==> src/design/dmfp_pkg.sv <==
// ----------------------------------------------------------------------------
// DNS message field parser package
// Shared constants, field offsets, result item and queue control types.
// ----------------------------------------------------------------------------
package dmfp_pkg;

  // Message byte index width; the index saturates at its all-ones value
  localparam int unsigned IndexBits = 16;
  typedef logic [IndexBits-1:0] idx_t;
  localparam idx_t IdxMax = {IndexBits{1'b1}};

  // Framing prefix register
  localparam int unsigned PrefixBits = 4;
  localparam logic [PrefixBits-1:0] PrefixReset = 4'd2;

  // Header offsets, relative to the end of the framing prefix
  localparam idx_t FlagsOfs = idx_t'(2);
  localparam idx_t AncHiOfs = idx_t'(6);
  localparam idx_t AncLoOfs = idx_t'(7);
  localparam idx_t QnameOfs = idx_t'(12);

  // Distances past the name terminator
  localparam idx_t QtypeHiDist  = idx_t'(1);
  localparam idx_t QtypeLoDist  = idx_t'(2);
  localparam idx_t AnTypeHiDist = idx_t'(7);
  localparam idx_t AnTypeLoDist = idx_t'(8);
  localparam idx_t RdataFirst   = idx_t'(17);
  localparam idx_t RdataLast    = idx_t'(32);

  localparam logic [15:0] TypeAaaa = 16'd28;
  localparam logic [7:0]  DotChar  = 8'h2E;
  localparam int unsigned LabelBits = 6;

  // Name walk state, one-hot
  typedef enum logic [2:0] {
    PhBefore = 3'b001,
    PhIn     = 3'b010,
    PhAfter  = 3'b100
  } name_phase_e;

  // Result item kinds
  typedef enum logic [1:0] {
    KindName    = 2'd0,
    KindAddr    = 2'd1,
    KindSummary = 2'd2
  } out_kind_e;

  typedef struct packed {
    out_kind_e   out_kind;
    logic [7:0]  out_byte;
    logic        qr_bit;
    logic        aaaa_query;
    logic [15:0] answer_count;
    logic        answer_aaaa;
    logic        malformed;
    logic        out_last;
  } item_t;

  // Result queue
  localparam int unsigned QDepth   = 4;
  localparam int unsigned QPtrBits = $clog2(QDepth);
  localparam int unsigned QCntBits = $clog2(QDepth + 1);
  // Room for the two items one byte can cause
  localparam logic [QCntBits-1:0] QRoomMax = QCntBits'(QDepth - 2);

  // Items produced by one input transfer, packed from slot 0
  typedef struct packed {
    logic [1:0]       cnt;
    item_t [1:0]      item;
  } push_t;

  typedef struct packed {
    logic has_item;
    logic has_room;
  } qstat_t;

endpackage

==> src/design/dmfp_if.sv <==
// ----------------------------------------------------------------------------
// DNS message field parser channels
// Valid/ready stream interfaces for message bytes and result items.
// ----------------------------------------------------------------------------

// Message byte stream
interface dmfp_in_if;
  logic       valid;
  logic       ready;
  logic [7:0] msg_byte;
  logic       msg_last;

  modport source (output valid, output msg_byte, output msg_last, input ready);
  modport sink   (input valid, input msg_byte, input msg_last, output ready);
endinterface

// Result item stream
interface dmfp_out_if;
  logic        valid;
  logic        ready;
  logic [1:0]  out_kind;
  logic [7:0]  out_byte;
  logic        qr_bit;
  logic        aaaa_query;
  logic [15:0] answer_count;
  logic        answer_aaaa;
  logic        malformed;
  logic        out_last;

  modport source (
    output valid, output out_kind, output out_byte, output qr_bit,
    output aaaa_query, output answer_count, output answer_aaaa,
    output malformed, output out_last, input ready
  );
  modport sink (
    input valid, input out_kind, input out_byte, input qr_bit,
    input aaaa_query, input answer_count, input answer_aaaa,
    input malformed, input out_last, output ready
  );
endinterface

==> src/design/dmfp_parse.sv <==
// ----------------------------------------------------------------------------
// DNS message field parser - byte parser
// Per-message state and the combinational next-state update for one message byte.
// ----------------------------------------------------------------------------
module dmfp_parse (
  input  logic                           clk_i,
  input  logic                           rst_ni,
  input  logic                           cfg_we_i,
  input  logic [dmfp_pkg::PrefixBits-1:0] cfg_wdata_i,
  input  logic                           accept_i,
  input  logic [7:0]                     msg_byte_i,
  input  logic                           msg_last_i,
  output dmfp_pkg::push_t                push_o
);

  logic [dmfp_pkg::PrefixBits-1:0] prefix_q;
  dmfp_pkg::idx_t                  idx_q, idx_d;
  logic [dmfp_pkg::LabelBits-1:0]  lab_q, lab_d;
  dmfp_pkg::name_phase_e           phase_q, phase_d;
  logic                            first_q, first_d;
  dmfp_pkg::idx_t                  end_q, end_d;
  logic [7:0]                      held_q, held_d;
  logic                            qr_q, qr_d;
  logic                            aaaa_q, aaaa_d;
  logic [15:0]                     anc_q, anc_d;
  logic                            type_ok_q, type_ok_d;
  logic                            err_q, err_d;

  dmfp_pkg::idx_t  p_ext;
  dmfp_pkg::idx_t  dist_cur;
  dmfp_pkg::idx_t  dist_last;
  logic [15:0]     word;
  logic            wanted_q, wanted_d;
  logic            early;
  logic            data_vld;
  dmfp_pkg::item_t data_item;
  dmfp_pkg::item_t sum_item;

  // Prefix length register; write it only while idle (the block does not enforce this)
  always_ff @(posedge clk_i or negedge rst_ni) begin
    if (!rst_ni) begin
      prefix_q <= dmfp_pkg::PrefixReset;
    end else if (cfg_we_i) begin
      prefix_q <= cfg_wdata_i;
    end
  end

  assign p_ext    = dmfp_pkg::idx_t'(prefix_q);
  assign dist_cur = idx_q - end_q;
  assign word     = {held_q, msg_byte_i};
  assign wanted_q = qr_q && (anc_q != 16'd0) && type_ok_q;

  // Field extraction and name walk for the current byte
  always_comb begin
    idx_d     = idx_q;
    lab_d     = lab_q;
    phase_d   = phase_q;
    first_d   = first_q;
    end_d     = end_q;
    held_d    = held_q;
    qr_d      = qr_q;
    aaaa_d    = aaaa_q;
    anc_d     = anc_q;
    type_ok_d = type_ok_q;
    err_d     = err_q;
    data_vld  = 1'b0;
    data_item = '0;

    if (idx_q != dmfp_pkg::IdxMax) begin
      if (idx_q == p_ext + dmfp_pkg::FlagsOfs) qr_d = msg_byte_i[7];
      if (idx_q == p_ext + dmfp_pkg::AncHiOfs) held_d = msg_byte_i;
      if (idx_q == p_ext + dmfp_pkg::AncLoOfs) anc_d = word;

      if (phase_q != dmfp_pkg::PhAfter && idx_q >= p_ext + dmfp_pkg::QnameOfs) begin
        phase_d = dmfp_pkg::PhIn;
        if (lab_q == '0) begin
          // Length byte: zero ends the name, over 63 ends it as malformed
          if (msg_byte_i == 8'd0 || msg_byte_i[7:6] != 2'd0) begin
            if (msg_byte_i != 8'd0) err_d = 1'b1;
            phase_d = dmfp_pkg::PhAfter;
            end_d   = idx_q;
          end else begin
            if (first_q) begin
              data_vld           = 1'b1;
              data_item.out_kind = dmfp_pkg::KindName;
              data_item.out_byte = dmfp_pkg::DotChar;
            end
            first_d = 1'b1;
            lab_d   = msg_byte_i[dmfp_pkg::LabelBits-1:0];
          end
        end else begin
          data_vld           = 1'b1;
          data_item.out_kind = dmfp_pkg::KindName;
          data_item.out_byte = msg_byte_i;
          lab_d              = lab_q - 1'b1;
        end
      end else if (phase_q == dmfp_pkg::PhAfter && idx_q > end_q) begin
        // Fields at fixed distances past the name terminator
        if (dist_cur == dmfp_pkg::QtypeHiDist || dist_cur == dmfp_pkg::AnTypeHiDist) begin
          held_d = msg_byte_i;
        end else if (dist_cur == dmfp_pkg::QtypeLoDist) begin
          aaaa_d = (word == dmfp_pkg::TypeAaaa);
        end else if (dist_cur == dmfp_pkg::AnTypeLoDist) begin
          type_ok_d = (word == dmfp_pkg::TypeAaaa);
        end else if (dist_cur >= dmfp_pkg::RdataFirst && dist_cur <= dmfp_pkg::RdataLast &&
                     wanted_q) begin
          data_vld           = 1'b1;
          data_item.out_kind = dmfp_pkg::KindAddr;
          data_item.out_byte = msg_byte_i;
        end
      end
      idx_d = idx_q + 1'b1;
    end

    // Summary, from the state after this byte
    dist_last = idx_q - end_d;
    wanted_d  = qr_d && (anc_d != 16'd0) && type_ok_d;
    early     = (phase_d != dmfp_pkg::PhAfter) || (idx_q < end_d) ||
                (dist_last < dmfp_pkg::QtypeLoDist) ||
                (qr_d && anc_d != 16'd0 && dist_last < dmfp_pkg::AnTypeLoDist) ||
                (wanted_d && dist_last < dmfp_pkg::RdataLast);

    sum_item              = '0;
    sum_item.out_kind     = dmfp_pkg::KindSummary;
    sum_item.qr_bit       = qr_d;
    sum_item.aaaa_query   = aaaa_d;
    sum_item.answer_count = anc_d;
    sum_item.answer_aaaa  = wanted_d;
    sum_item.malformed    = err_d || early;
    sum_item.out_last     = 1'b1;

    // Last byte restarts the message; the prefix length is kept
    if (msg_last_i) begin
      idx_d     = '0;
      lab_d     = '0;
      phase_d   = dmfp_pkg::PhBefore;
      first_d   = 1'b0;
      end_d     = '0;
      held_d    = '0;
      qr_d      = 1'b0;
      aaaa_d    = 1'b0;
      anc_d     = '0;
      type_ok_d = 1'b0;
      err_d     = 1'b0;
    end
  end

  // Items for the result queue, packed from slot 0
  always_comb begin
    push_o         = '0;
    push_o.item[0] = data_vld ? data_item : sum_item;
    push_o.item[1] = sum_item;
    if (accept_i) begin
      push_o.cnt = {1'b0, data_vld} + {1'b0, msg_last_i};
    end
  end

  // Message state
  always_ff @(posedge clk_i or negedge rst_ni) begin
    if (!rst_ni) begin
      idx_q     <= '0;
      lab_q     <= '0;
      phase_q   <= dmfp_pkg::PhBefore;
      first_q   <= 1'b0;
      end_q     <= '0;
      held_q    <= '0;
      qr_q      <= 1'b0;
      aaaa_q    <= 1'b0;
      anc_q     <= '0;
      type_ok_q <= 1'b0;
      err_q     <= 1'b0;
    end else if (accept_i) begin
      idx_q     <= idx_d;
      lab_q     <= lab_d;
      phase_q   <= phase_d;
      first_q   <= first_d;
      end_q     <= end_d;
      held_q    <= held_d;
      qr_q      <= qr_d;
      aaaa_q    <= aaaa_d;
      anc_q     <= anc_d;
      type_ok_q <= type_ok_d;
      err_q     <= err_d;
    end
  end

endmodule

==> src/design/dmfp_outq.sv <==
// ----------------------------------------------------------------------------
// DNS message field parser - result queue
// Small queue that takes up to two items per cycle and hands out one.
// ----------------------------------------------------------------------------
module dmfp_outq (
  input  logic             clk_i,
  input  logic             rst_ni,
  input  dmfp_pkg::push_t  push_i,
  input  logic             pop_i,
  output dmfp_pkg::item_t  head_o,
  output dmfp_pkg::qstat_t stat_o
);

  dmfp_pkg::item_t                    mem_q [dmfp_pkg::QDepth];
  logic [dmfp_pkg::QPtrBits-1:0]      rd_q, rd_d;
  logic [dmfp_pkg::QCntBits-1:0]      cnt_q, cnt_d;
  logic [dmfp_pkg::QPtrBits-1:0]      wr0, wr1;

  assign wr0 = rd_q + cnt_q[dmfp_pkg::QPtrBits-1:0];
  assign wr1 = wr0 + 1'b1;

  assign head_o          = mem_q[rd_q];
  assign stat_o.has_item = (cnt_q != '0);
  assign stat_o.has_room = (cnt_q <= dmfp_pkg::QRoomMax);

  // Occupancy and read pointer
  always_comb begin
    rd_d  = rd_q + dmfp_pkg::QPtrBits'(pop_i);
    cnt_d = cnt_q + dmfp_pkg::QCntBits'(push_i.cnt) - dmfp_pkg::QCntBits'(pop_i);
  end

  always_ff @(posedge clk_i or negedge rst_ni) begin
    if (!rst_ni) begin
      rd_q  <= '0;
      cnt_q <= '0;
    end else begin
      rd_q  <= rd_d;
      cnt_q <= cnt_d;
    end
  end

  // Item storage
  always_ff @(posedge clk_i) begin
    if (push_i.cnt != 2'd0) begin
      mem_q[wr0] <= push_i.item[0];
    end
    if (push_i.cnt == 2'd2) begin
      mem_q[wr1] <= push_i.item[1];
    end
  end

endmodule

==> src/design/dns_message_field_parser_core.sv <==
// ----------------------------------------------------------------------------
// DNS message field parser core
// Streams question name, AAAA answer address and a per-message summary.
// ----------------------------------------------------------------------------
// Usage:
//   msg_i carries one message byte per transfer, msg_last marking the final
//   byte. res_o carries result items: name characters and dots, IPv6 address
//   bytes, and one summary item (out_last set) after the final byte.
//   cfg_we_i/cfg_wdata_i write the framing prefix length; write it only while
//   no message is in flight.
// Items of a byte are registered in the result queue and reach res_o from its head.
// Throughput: one byte per cycle while the queue has room. A byte causes at
//   most two items; the result queue (four entries) holds them and input is
//   taken while at most two items wait, so a final byte that also carries a
//   name or address item leaves two items for res_o to hand out.
// Reset: the queue empties, the message state clears and the prefix length
//   returns to two.
// Stall: when res_o is not taken, items wait in the queue and msg_i.ready
//   drops once fewer than two entries are free; nothing is lost.
// ----------------------------------------------------------------------------
module dns_message_field_parser_core (
  input  logic                            clk_i,
  input  logic                            rst_ni,
  input  logic                            cfg_we_i,
  input  logic [dmfp_pkg::PrefixBits-1:0] cfg_wdata_i,
  dmfp_in_if.sink                         msg_i,
  dmfp_out_if.source                      res_o
);

  logic             accept;
  logic             pop;
  dmfp_pkg::push_t  push;
  dmfp_pkg::item_t  head;
  dmfp_pkg::qstat_t qstat;

  // Handshakes
  assign msg_i.ready = qstat.has_room;
  assign accept      = msg_i.valid && qstat.has_room;
  assign pop         = qstat.has_item && res_o.ready;

  dmfp_parse u_parse (
    .clk_i       (clk_i),
    .rst_ni      (rst_ni),
    .cfg_we_i    (cfg_we_i),
    .cfg_wdata_i (cfg_wdata_i),
    .accept_i    (accept),
    .msg_byte_i  (msg_i.msg_byte),
    .msg_last_i  (msg_i.msg_last),
    .push_o      (push)
  );

  dmfp_outq u_outq (
    .clk_i  (clk_i),
    .rst_ni (rst_ni),
    .push_i (push),
    .pop_i  (pop),
    .head_o (head),
    .stat_o (qstat)
  );

  // Result channel
  assign res_o.valid        = qstat.has_item;
  assign res_o.out_kind     = head.out_kind;
  assign res_o.out_byte     = head.out_byte;
  assign res_o.qr_bit       = head.qr_bit;
  assign res_o.aaaa_query   = head.aaaa_query;
  assign res_o.answer_count = head.answer_count;
  assign res_o.answer_aaaa  = head.answer_aaaa;
  assign res_o.malformed    = head.malformed;
  assign res_o.out_last     = head.out_last;

endmodule

==> src/flat_wrapper.sv <==
// flat-port wrapper written by rule: the top's interface ports become plain ports
module dns_message_field_parser_core_flat 
  (clk_i, rst_ni, cfg_we_i, cfg_wdata_i, msg_i_valid, msg_i_msg_byte, msg_i_msg_last, msg_i_ready, res_o_valid, res_o_out_kind, res_o_out_byte, res_o_qr_bit, res_o_aaaa_query, res_o_answer_count, res_o_answer_aaaa, res_o_malformed, res_o_out_last, res_o_ready);
  dmfp_in_if msg_i_i ();
  dmfp_out_if res_o_i ();
  input  logic clk_i;
  input  logic rst_ni;
  input  logic cfg_we_i;
  input  logic [dmfp_pkg::PrefixBits-1:0] cfg_wdata_i;
  input wire logic [$bits(msg_i_i.valid)-1:0] msg_i_valid;
  input wire logic [$bits(msg_i_i.msg_byte)-1:0] msg_i_msg_byte;
  input wire logic [$bits(msg_i_i.msg_last)-1:0] msg_i_msg_last;
  output wire logic [$bits(msg_i_i.ready)-1:0] msg_i_ready;
  output wire logic [$bits(res_o_i.valid)-1:0] res_o_valid;
  output wire logic [$bits(res_o_i.out_kind)-1:0] res_o_out_kind;
  output wire logic [$bits(res_o_i.out_byte)-1:0] res_o_out_byte;
  output wire logic [$bits(res_o_i.qr_bit)-1:0] res_o_qr_bit;
  output wire logic [$bits(res_o_i.aaaa_query)-1:0] res_o_aaaa_query;
  output wire logic [$bits(res_o_i.answer_count)-1:0] res_o_answer_count;
  output wire logic [$bits(res_o_i.answer_aaaa)-1:0] res_o_answer_aaaa;
  output wire logic [$bits(res_o_i.malformed)-1:0] res_o_malformed;
  output wire logic [$bits(res_o_i.out_last)-1:0] res_o_out_last;
  input wire logic [$bits(res_o_i.ready)-1:0] res_o_ready;
  assign msg_i_i.valid = msg_i_valid;
  assign msg_i_i.msg_byte = msg_i_msg_byte;
  assign msg_i_i.msg_last = msg_i_msg_last;
  assign msg_i_ready = msg_i_i.ready;
  assign res_o_valid = res_o_i.valid;
  assign res_o_out_kind = res_o_i.out_kind;
  assign res_o_out_byte = res_o_i.out_byte;
  assign res_o_qr_bit = res_o_i.qr_bit;
  assign res_o_aaaa_query = res_o_i.aaaa_query;
  assign res_o_answer_count = res_o_i.answer_count;
  assign res_o_answer_aaaa = res_o_i.answer_aaaa;
  assign res_o_malformed = res_o_i.malformed;
  assign res_o_out_last = res_o_i.out_last;
  assign res_o_i.ready = res_o_ready;
  dns_message_field_parser_core u_core (.clk_i(clk_i), .rst_ni(rst_ni), .cfg_we_i(cfg_we_i), .cfg_wdata_i(cfg_wdata_i), .msg_i(msg_i_i), .res_o(res_o_i));
endmodule
==> config.mk <==
export PLATFORM = sky130hd
export DESIGN_NAME = dns_message_field_parser_core_flat
export DESIGN_NICKNAME = d
export VERILOG_FILES = /design/src/design/dmfp_pkg.sv /design/src/design/dmfp_if.sv /design/src/design/dmfp_parse.sv /design/src/design/dmfp_outq.sv /design/src/design/dns_message_field_parser_core.sv /design/src/flat_wrapper.sv
export SDC_FILE = /design/constraint.sdc
export NUM_CORES = 1
export LEC_CHECK = 0
export ABC_CLOCK_PERIOD_IN_PS = 5200
export BUFFER_PORTS_ARGS = -buffer_cell sky130_fd_sc_hd__buf_2
export CORE_MARGIN = 2
export CORE_UTILIZATION = 45
export DETAILED_ROUTE_END_ITERATION = 10
export PLACE_DENSITY = 0.73
export SYNTH_ARGS = -nofsm -noshare
export SYNTH_HDL_FRONTEND = slang
export SYNTH_SLANG_ARGS = --single-unit
==> constraint.sdc <==
create_clock -name clk_i -period 5.2 [get_ports clk_i]
set_clock_uncertainty 0.05 [all_clocks]
set_input_delay 0.78 -clock clk_i [delete_from_list [all_inputs] [get_ports clk_i]]
set_output_delay 0.78 -clock clk_i [all_outputs]
set_load 0.02 [all_outputs]
=== Word-level counts from Yosys, hierarchy flattened ===
Memories as Yosys holds them, arrays and structs flattened.
Index checks and enable logic that the tools add are counted.

* Input port bits: 18
* Flip-flop bits (word level): 79
* Memory bits (writable): 124
* Logic and storage cells: 165
* Memories: 1
* Output and inout port bits: 33

{| class="wikitable"
|+ Memory list
! name !! words !! width !! read ports !! clocked after Yosys merged registers in !! wr ports !! RTL line !! source
|-
| u_core.u_outq.mem_q || 4 || 31 || 1 || 0 || 2 || dmfp_outq.sv:14 || <nowiki>dmfp_pkg::item_t mem_q [dmfp_pkg::QDepth];</nowiki>
|}

* Mux-type cells: 79
* Order comparisons: 9
* Equality and inequality tests: 15
* Reduce and logical (&&, ||, !) cells: 33
* $add $sub $neg: 14

{| class="wikitable"
|+ Operator list
! kind !! count
|-
| $mux 16 || 10
|-
| $eq 16x5->1 || 3
|-
| $mux 8 || 6
|-
| $mux 9 || 5
|-
| $mux 6 || 7
|-
| $mux 1 || 41
|-
| $reduce_bool 16->1 || 2
|-
| $sub 16x16->16 || 2
|-
| $mux 31 || 1
|-
| $mux 10 || 3
|-
| $add 16x1->16 const B || 1
|-
| $eq 16x1->1 const B || 1
|-
| $eq 16x2->1 const B || 1
|-
| $eq 16x3->1 const B || 1
|-
| $eq 16x4->1 const B || 1
|-
| $eq 16x5->1 const B || 1
|-
| $ge 16x5->1 || 1
|-
| $ge 16x5->1 const B || 1
|-
| $gt 16x16->1 || 1
|-
| $le 16x6->1 const B || 1
|-
| $lt 16x16->1 || 1
|-
| $lt 16x2->1 const B || 1
|-
| $lt 16x4->1 const B || 1
|-
| $lt 16x6->1 const B || 1
|-
| 28 further kinds || 56
|}

=== Logic depth before layout (Yosys ltp) ===
* Depth after elaboration: 16
* Gate-level depth with buffers: 23
* Mapped depth without buffers: 21

=== Modules after synthesis ===
A second synthesis with hierarchy kept.

* Cells, all modules: 1232
* Area total of the unflattened synthesis: 13218.9 sq um

{| class="wikitable"
|+ By module, submodules not included
! module !! cells an instance !! sequential area each (sq um) !! instances !! area each (sq um)
|-
| dmfp_parse || 895 || 1854.3 || 1 || 6787.8
|-
| dmfp_outq || 335 || 3848.7 || 1 || 6418.7
|-
| dns_message_field_parser_core || 2 || 0.0 || 1 || 12.5
|}

=== Worst setup path before layout ===
No wires, ideal clock.

* Path kind: in2reg
* Start point: input port msg_i_msg_byte[1]
* End point: memory u_core.u_outq.mem_q[0][1] (netlist bit) (data pin)
* Library setup time: 0.146 ns
* Buffers on the path: 1
* Data arrival time: 5.229 ns
* Path slack: -0.225 ns
* Required time: 5.004 ns
* Stages: 18
* Cells stage by stage: or3_1 or4_1 a21oi_1 nand2_1 nor2_1 clkbuf_1 a21oi_1 fa_1 a211o_1 a211oi_1 a22o_1 xor2_1 o2111ai_1 a221oi_1 o211ai_1 a2111oi_2 o211ai_2 a21oi_1

{| class="wikitable"
|+ RTL lines
! what !! RTL line !! source
|-
| start, declared || flat_wrapper.sv:11 || <nowiki>input wire logic [$bits(msg_i_i.msg_byte)-1:0] msg_i_msg_byte;</nowiki>
|-
| end, declared || dmfp_outq.sv:14 ||
|}

==> run metrics <==
Worst Tran Pin Value=1.20 ns; Die Area=0.0268 sq mm; mean instance size in the synthesized netlist=9.78 sq um; initial standard-cell utilization of the core=45.8%; routed vias=9,443; top-area cell type share of the netlist area=20.9%; number of buffers inserted by hold repair at cts=0; number of distinct library cells after synthesis=79; net switching share of the total power=43.6%; Pwr per Cell Area=605 mW/mm^2; share of power burned in the clock network=16.9%; part of the power in registers=28.8%; sequential fraction of the synthesis area=45.1%; layout filler cell count=2,237; area growth from synthesis to layout=15.1%; RD Place Congestion=0.912; required time of the worst setup path=5.44 ns; standard-cell row count=58; total routed wirelength=30,300 microns; Leakage Power=5.58 nW; Multi-input gate area=0.00602 sq mm; capture instance of the worst register-to-register path=u_core.u_outq.mem_q[2][10]; Synth Cell Area=0.0115 sq mm; number of global-route vias before repair=9,200; Critical Path Start Type=register; CTS Buf Count=17; post-route ant nets=0; number of violations reported at the end of detailed-routing iteration 0=817; horizontal die dimension=164 microns; Hold Slack=0.407 ns; Endpoint, Worst Hold=u_core.u_outq.mem_q[1][21]; number of cells on the worst reg-to-reg path=19; leading post-synthesis cells by cell area=sky130_fd_sc_hd__edfxtp_1 21%, sky130_fd_sc_hd__dfrtp_1 17%, sky130_fd_sc_hd__dfxtp_1 7.0%; flip-flop and latch area=0.00518 sq mm; global-route wire length before repair=48,100 microns; cell count after synthesis=1,176; Num Clock Sinks=199; hold path startpoint=u_core.u_outq.mem_q[1][21]; endpoint type of the worst setup path=register; number of buffers on the longest clock path=2; buffer type at the clock tree root=sky130_fd_sc_hd__clkbuf_16; Global Route Usage Sum=22.9%; setup violators final=0; Overall Power=8.01 mW; worst supply voltage drop on vdd=0.254 mV; total overflow reported by the global router=0; pre-CTS setup slack=-0.209 ns; total iterations of the first detailed-routing run=5; worst hold-check path type=reg -> reg; final hold violations=0; nets in the synthesized netlist=1,249; area inside the core boundary=0.0251 sq mm; final critical path time including I/O delays and setup=4.98 ns; number of placed instances, taps included=1,562; maximum number of pins on one net before global-route repair=80; fraction of final layout cells with drive strength greater than 1=17.1%; CP Cell Sequence=inv_1 > ha_1 > fa_1 > nand2b_4 > a211oi_4 > nor4_1 > a211o_1 > or4b_1 > or4_4 > o21a_4 > nor2_2 > ha_2 > nand2b_1 > o21bai_1 > a22oi_1 > nand2b_1 > a21o_1 > buf_6 > nor2_1; placed wire-length estimate after detailed placement=21,800 microns; I/O pins=51; unrepaired setup endpoints after global routing=no; largest area contributor in the netlist=sky130_fd_sc_hd__edfxtp_1; biggest cell delay along the critical path=0.53 ns; CP arrival=5.22 ns; Post-layout nets=1,327; cell family with the largest share of critical-path delay=simple AND/OR/NAND/NOR gates; post-synthesis sequential element count=199; remaining max-slew budget at the tightest pin=19.5%; total number of H-tree levels=4; initial antenna violation count=0; TritonCTS clock tree=done; die height=164 microns; non-filler instance count after layout=1,597; Bufs and invs on worst path=2; internal power=4.52 mW; Synth async-reset ratio=39.7%; clock-pin slew on the worst setup and hold paths=0.08 ns; Max stage delay cell, worst path=sky130_fd_sc_hd__or4b_1; average wire per standard cell=18.9 microns; clock insertion delay at the later pin of the skew report=0.44 ns; count of flip-flops with a built-in enable after synthesis=80; Worst Path Class, Setup=reg -> reg; PnR worst setup slack=0.217 ns; remaining routing DRC violations=0; yosys synthesis warning count=0; most common cell type on the critical path=sky130_fd_sc_hd__nand2b_1; hold-critical path depth=2; final worst path period share=95.8%; power share of the combinational group=54.3%; most common flop cell mapped by yosys=sky130_fd_sc_hd__edfxtp_1; port buffer count=50; fmax=201 MHz; via-per-instance ratio=5.91; number of antenna diodes=0; final slew viol count=0; slack of the worst reg-to-reg path=0.22 ns; Max-Cap Viols=0; critical path peak fanout=21; total net switching power=3.49 mW; status=completed; Critical R2R Launch=u_core.u_parse.idx_q[0]
timing repair:
action                                  CTS  global route
endpoints found under the setup margin    4           149
pin swaps                                 0            12
gates resized for setup                   1            24
setup buffers                             0             3
cell usage after synthesis, types with 8 or more instances:
cell type                  count
sky130_fd_sc_hd__ha_1         52
sky130_fd_sc_hd__o22ai_1      16
sky130_fd_sc_hd__dfrtp_1      77
sky130_fd_sc_hd__a22o_1       30
sky130_fd_sc_hd__dfxtp_1      40
sky130_fd_sc_hd__nor4_1       13
sky130_fd_sc_hd__nand2b_1      9
sky130_fd_sc_hd__nand3_1      22
sky130_fd_sc_hd__a21o_1       10
sky130_fd_sc_hd__a21oi_1      72
sky130_fd_sc_hd__xnor2_1      21
sky130_fd_sc_hd__nor2_1      168
sky130_fd_sc_hd__xor2_1       23
sky130_fd_sc_hd__clkbuf_1     43
sky130_fd_sc_hd__mux2i_1      24
sky130_fd_sc_hd__o21ai_0      75
sky130_fd_sc_hd__a22oi_1      17
sky130_fd_sc_hd__inv_1        44
sky130_fd_sc_hd__nor3_1       23
sky130_fd_sc_hd__edfxtp_1     80
sky130_fd_sc_hd__nor2b_1       8
sky130_fd_sc_hd__mux4_2       30
sky130_fd_sc_hd__and3_1       12
sky130_fd_sc_hd__nand4_1      13
sky130_fd_sc_hd__nand2_1     109
sky130_fd_sc_hd__o21ai_1       9
sequential cells by signal, indices dropped and copies added (netlist names):
| register | count |
|---|---|
| u_core.u_parse.qr_q | 1 |
| u_core.u_outq.mem_q | 120 |
| u_core.u_outq.rd_q | 2 |
| u_core.u_parse.prefix_q | 4 |
| u_core.u_parse.phase_q | 3 |
| u_core.u_parse.anc_q | 16 |
| u_core.u_parse.err_q | 1 |
| u_core.u_parse.lab_q | 6 |
| u_core.u_parse.held_q | 8 |
| u_core.u_parse.type_ok_q | 1 |
| u_core.u_parse.first_q | 1 |
| u_core.u_parse.end_q | 16 |
| u_core.u_outq.cnt_q | 3 |
| u_core.u_parse.idx_q | 16 |
| u_core.u_parse.aaaa_q | 1 |
routing by layer:
layer	vias up	global-route usage [%]	wire length [microns]
met5	-	0	0
met4	0	7.62	871
met3	58	4.07	1710
met2	310	39.4	15000
met1	4598	29.1	12700
li1	4477	-	-
worst min-delay path: cells and delay by family (launching register included):
kind	cells	cell delay, ns
simple gates	1	0.04
compound gates	1	0.05
flops	1	0.33
power by group through the flow:
stage,Sequential [mW],Combinational (mW),Clock (mW)
after floorplan,2.25,3.14,0
after global placement,2.30,4.11,0
after detailed placement,2.32,4.20,0
after CTS,2.30,4.23,1.37
after global routing,2.34,4.80,1.42
final,2.30,4.35,1.35
cells by family after synthesis:
kind of cell               Yosys count  share of synthesized area, %
muxes                               59                          8.55
DFF                                199                          45.1
and+or+nand+nor                    421                          16.8
adders and majority gates           55                          6.18
xor gates and xnor gates            44                          3.35
buffers and inverters              102                          3.45
AOI/OAI and AO/OA                  296                          16.6
cell usage in the layout (no fill, tap or decap), drive strengths merged, types with 30 or more instances in the layout:
cell type	netlist	final
nor2	170	170
buf	14	117
nand2	109	109
o21ai	84	84
edfxtp	80	80
dfrtp	77	77
a21oi	72	72
inv	44	54
ha	52	52
dfxtp	40	40
a22o	30	30
mux4	30	30
worst max-delay path by stage:
stage | startpoint | endpoint | slack, ns | depth (start not counted)
global route | u_core.u_parse.prefix_q[3] | u_core.u_outq.mem_q[1][1] | 0.01 | 21
global placement | msg_i_msg_byte[1] | u_core.u_outq.mem_q[0][1] | -0.04 | 20
detailed placement | msg_i_msg_byte[1] | u_core.u_outq.mem_q[0][1] | -0.21 | 20
floorplan | msg_i_msg_byte[1] | u_core.u_outq.mem_q[0][1] | 0.04 | 18
finish | u_core.u_parse.idx_q[0] | u_core.u_outq.mem_q[2][10] | 0.22 | 19
CTS | u_core.u_parse.prefix_q[3] | u_core.u_outq.mem_q[0][1] | 0.05 | 21
cell type report:
class                   count  share of cell area (%)
multi-input cells         875                    45.5
flip-flops and latches    199                    39.2
repair buffers            117                    6.36
clock inverters            14                    1.36
clock buffers              18                    3.24
well taps                 330                    3.12
inverters                  44                    1.25
metrics by stage:
| stage | util [%] | instance area [sq um] | TNS [ns] |
|---|---|---|---|
| 5_1_grt | 52.7 | 13200 | 0 |
| 3_3_place_gp | 49.8 | 12500 | -0.159 |
| 2_1_floorplan | - | 11500 | 0 |
| 3_5_place_dp | 49.8 | 12500 | -0.765 |
| 6_report | 52.7 | 13200 | 0 |
| 4_1_cts | 52.2 | 13100 | 0 |
Power figures use the tool's default switching activity.
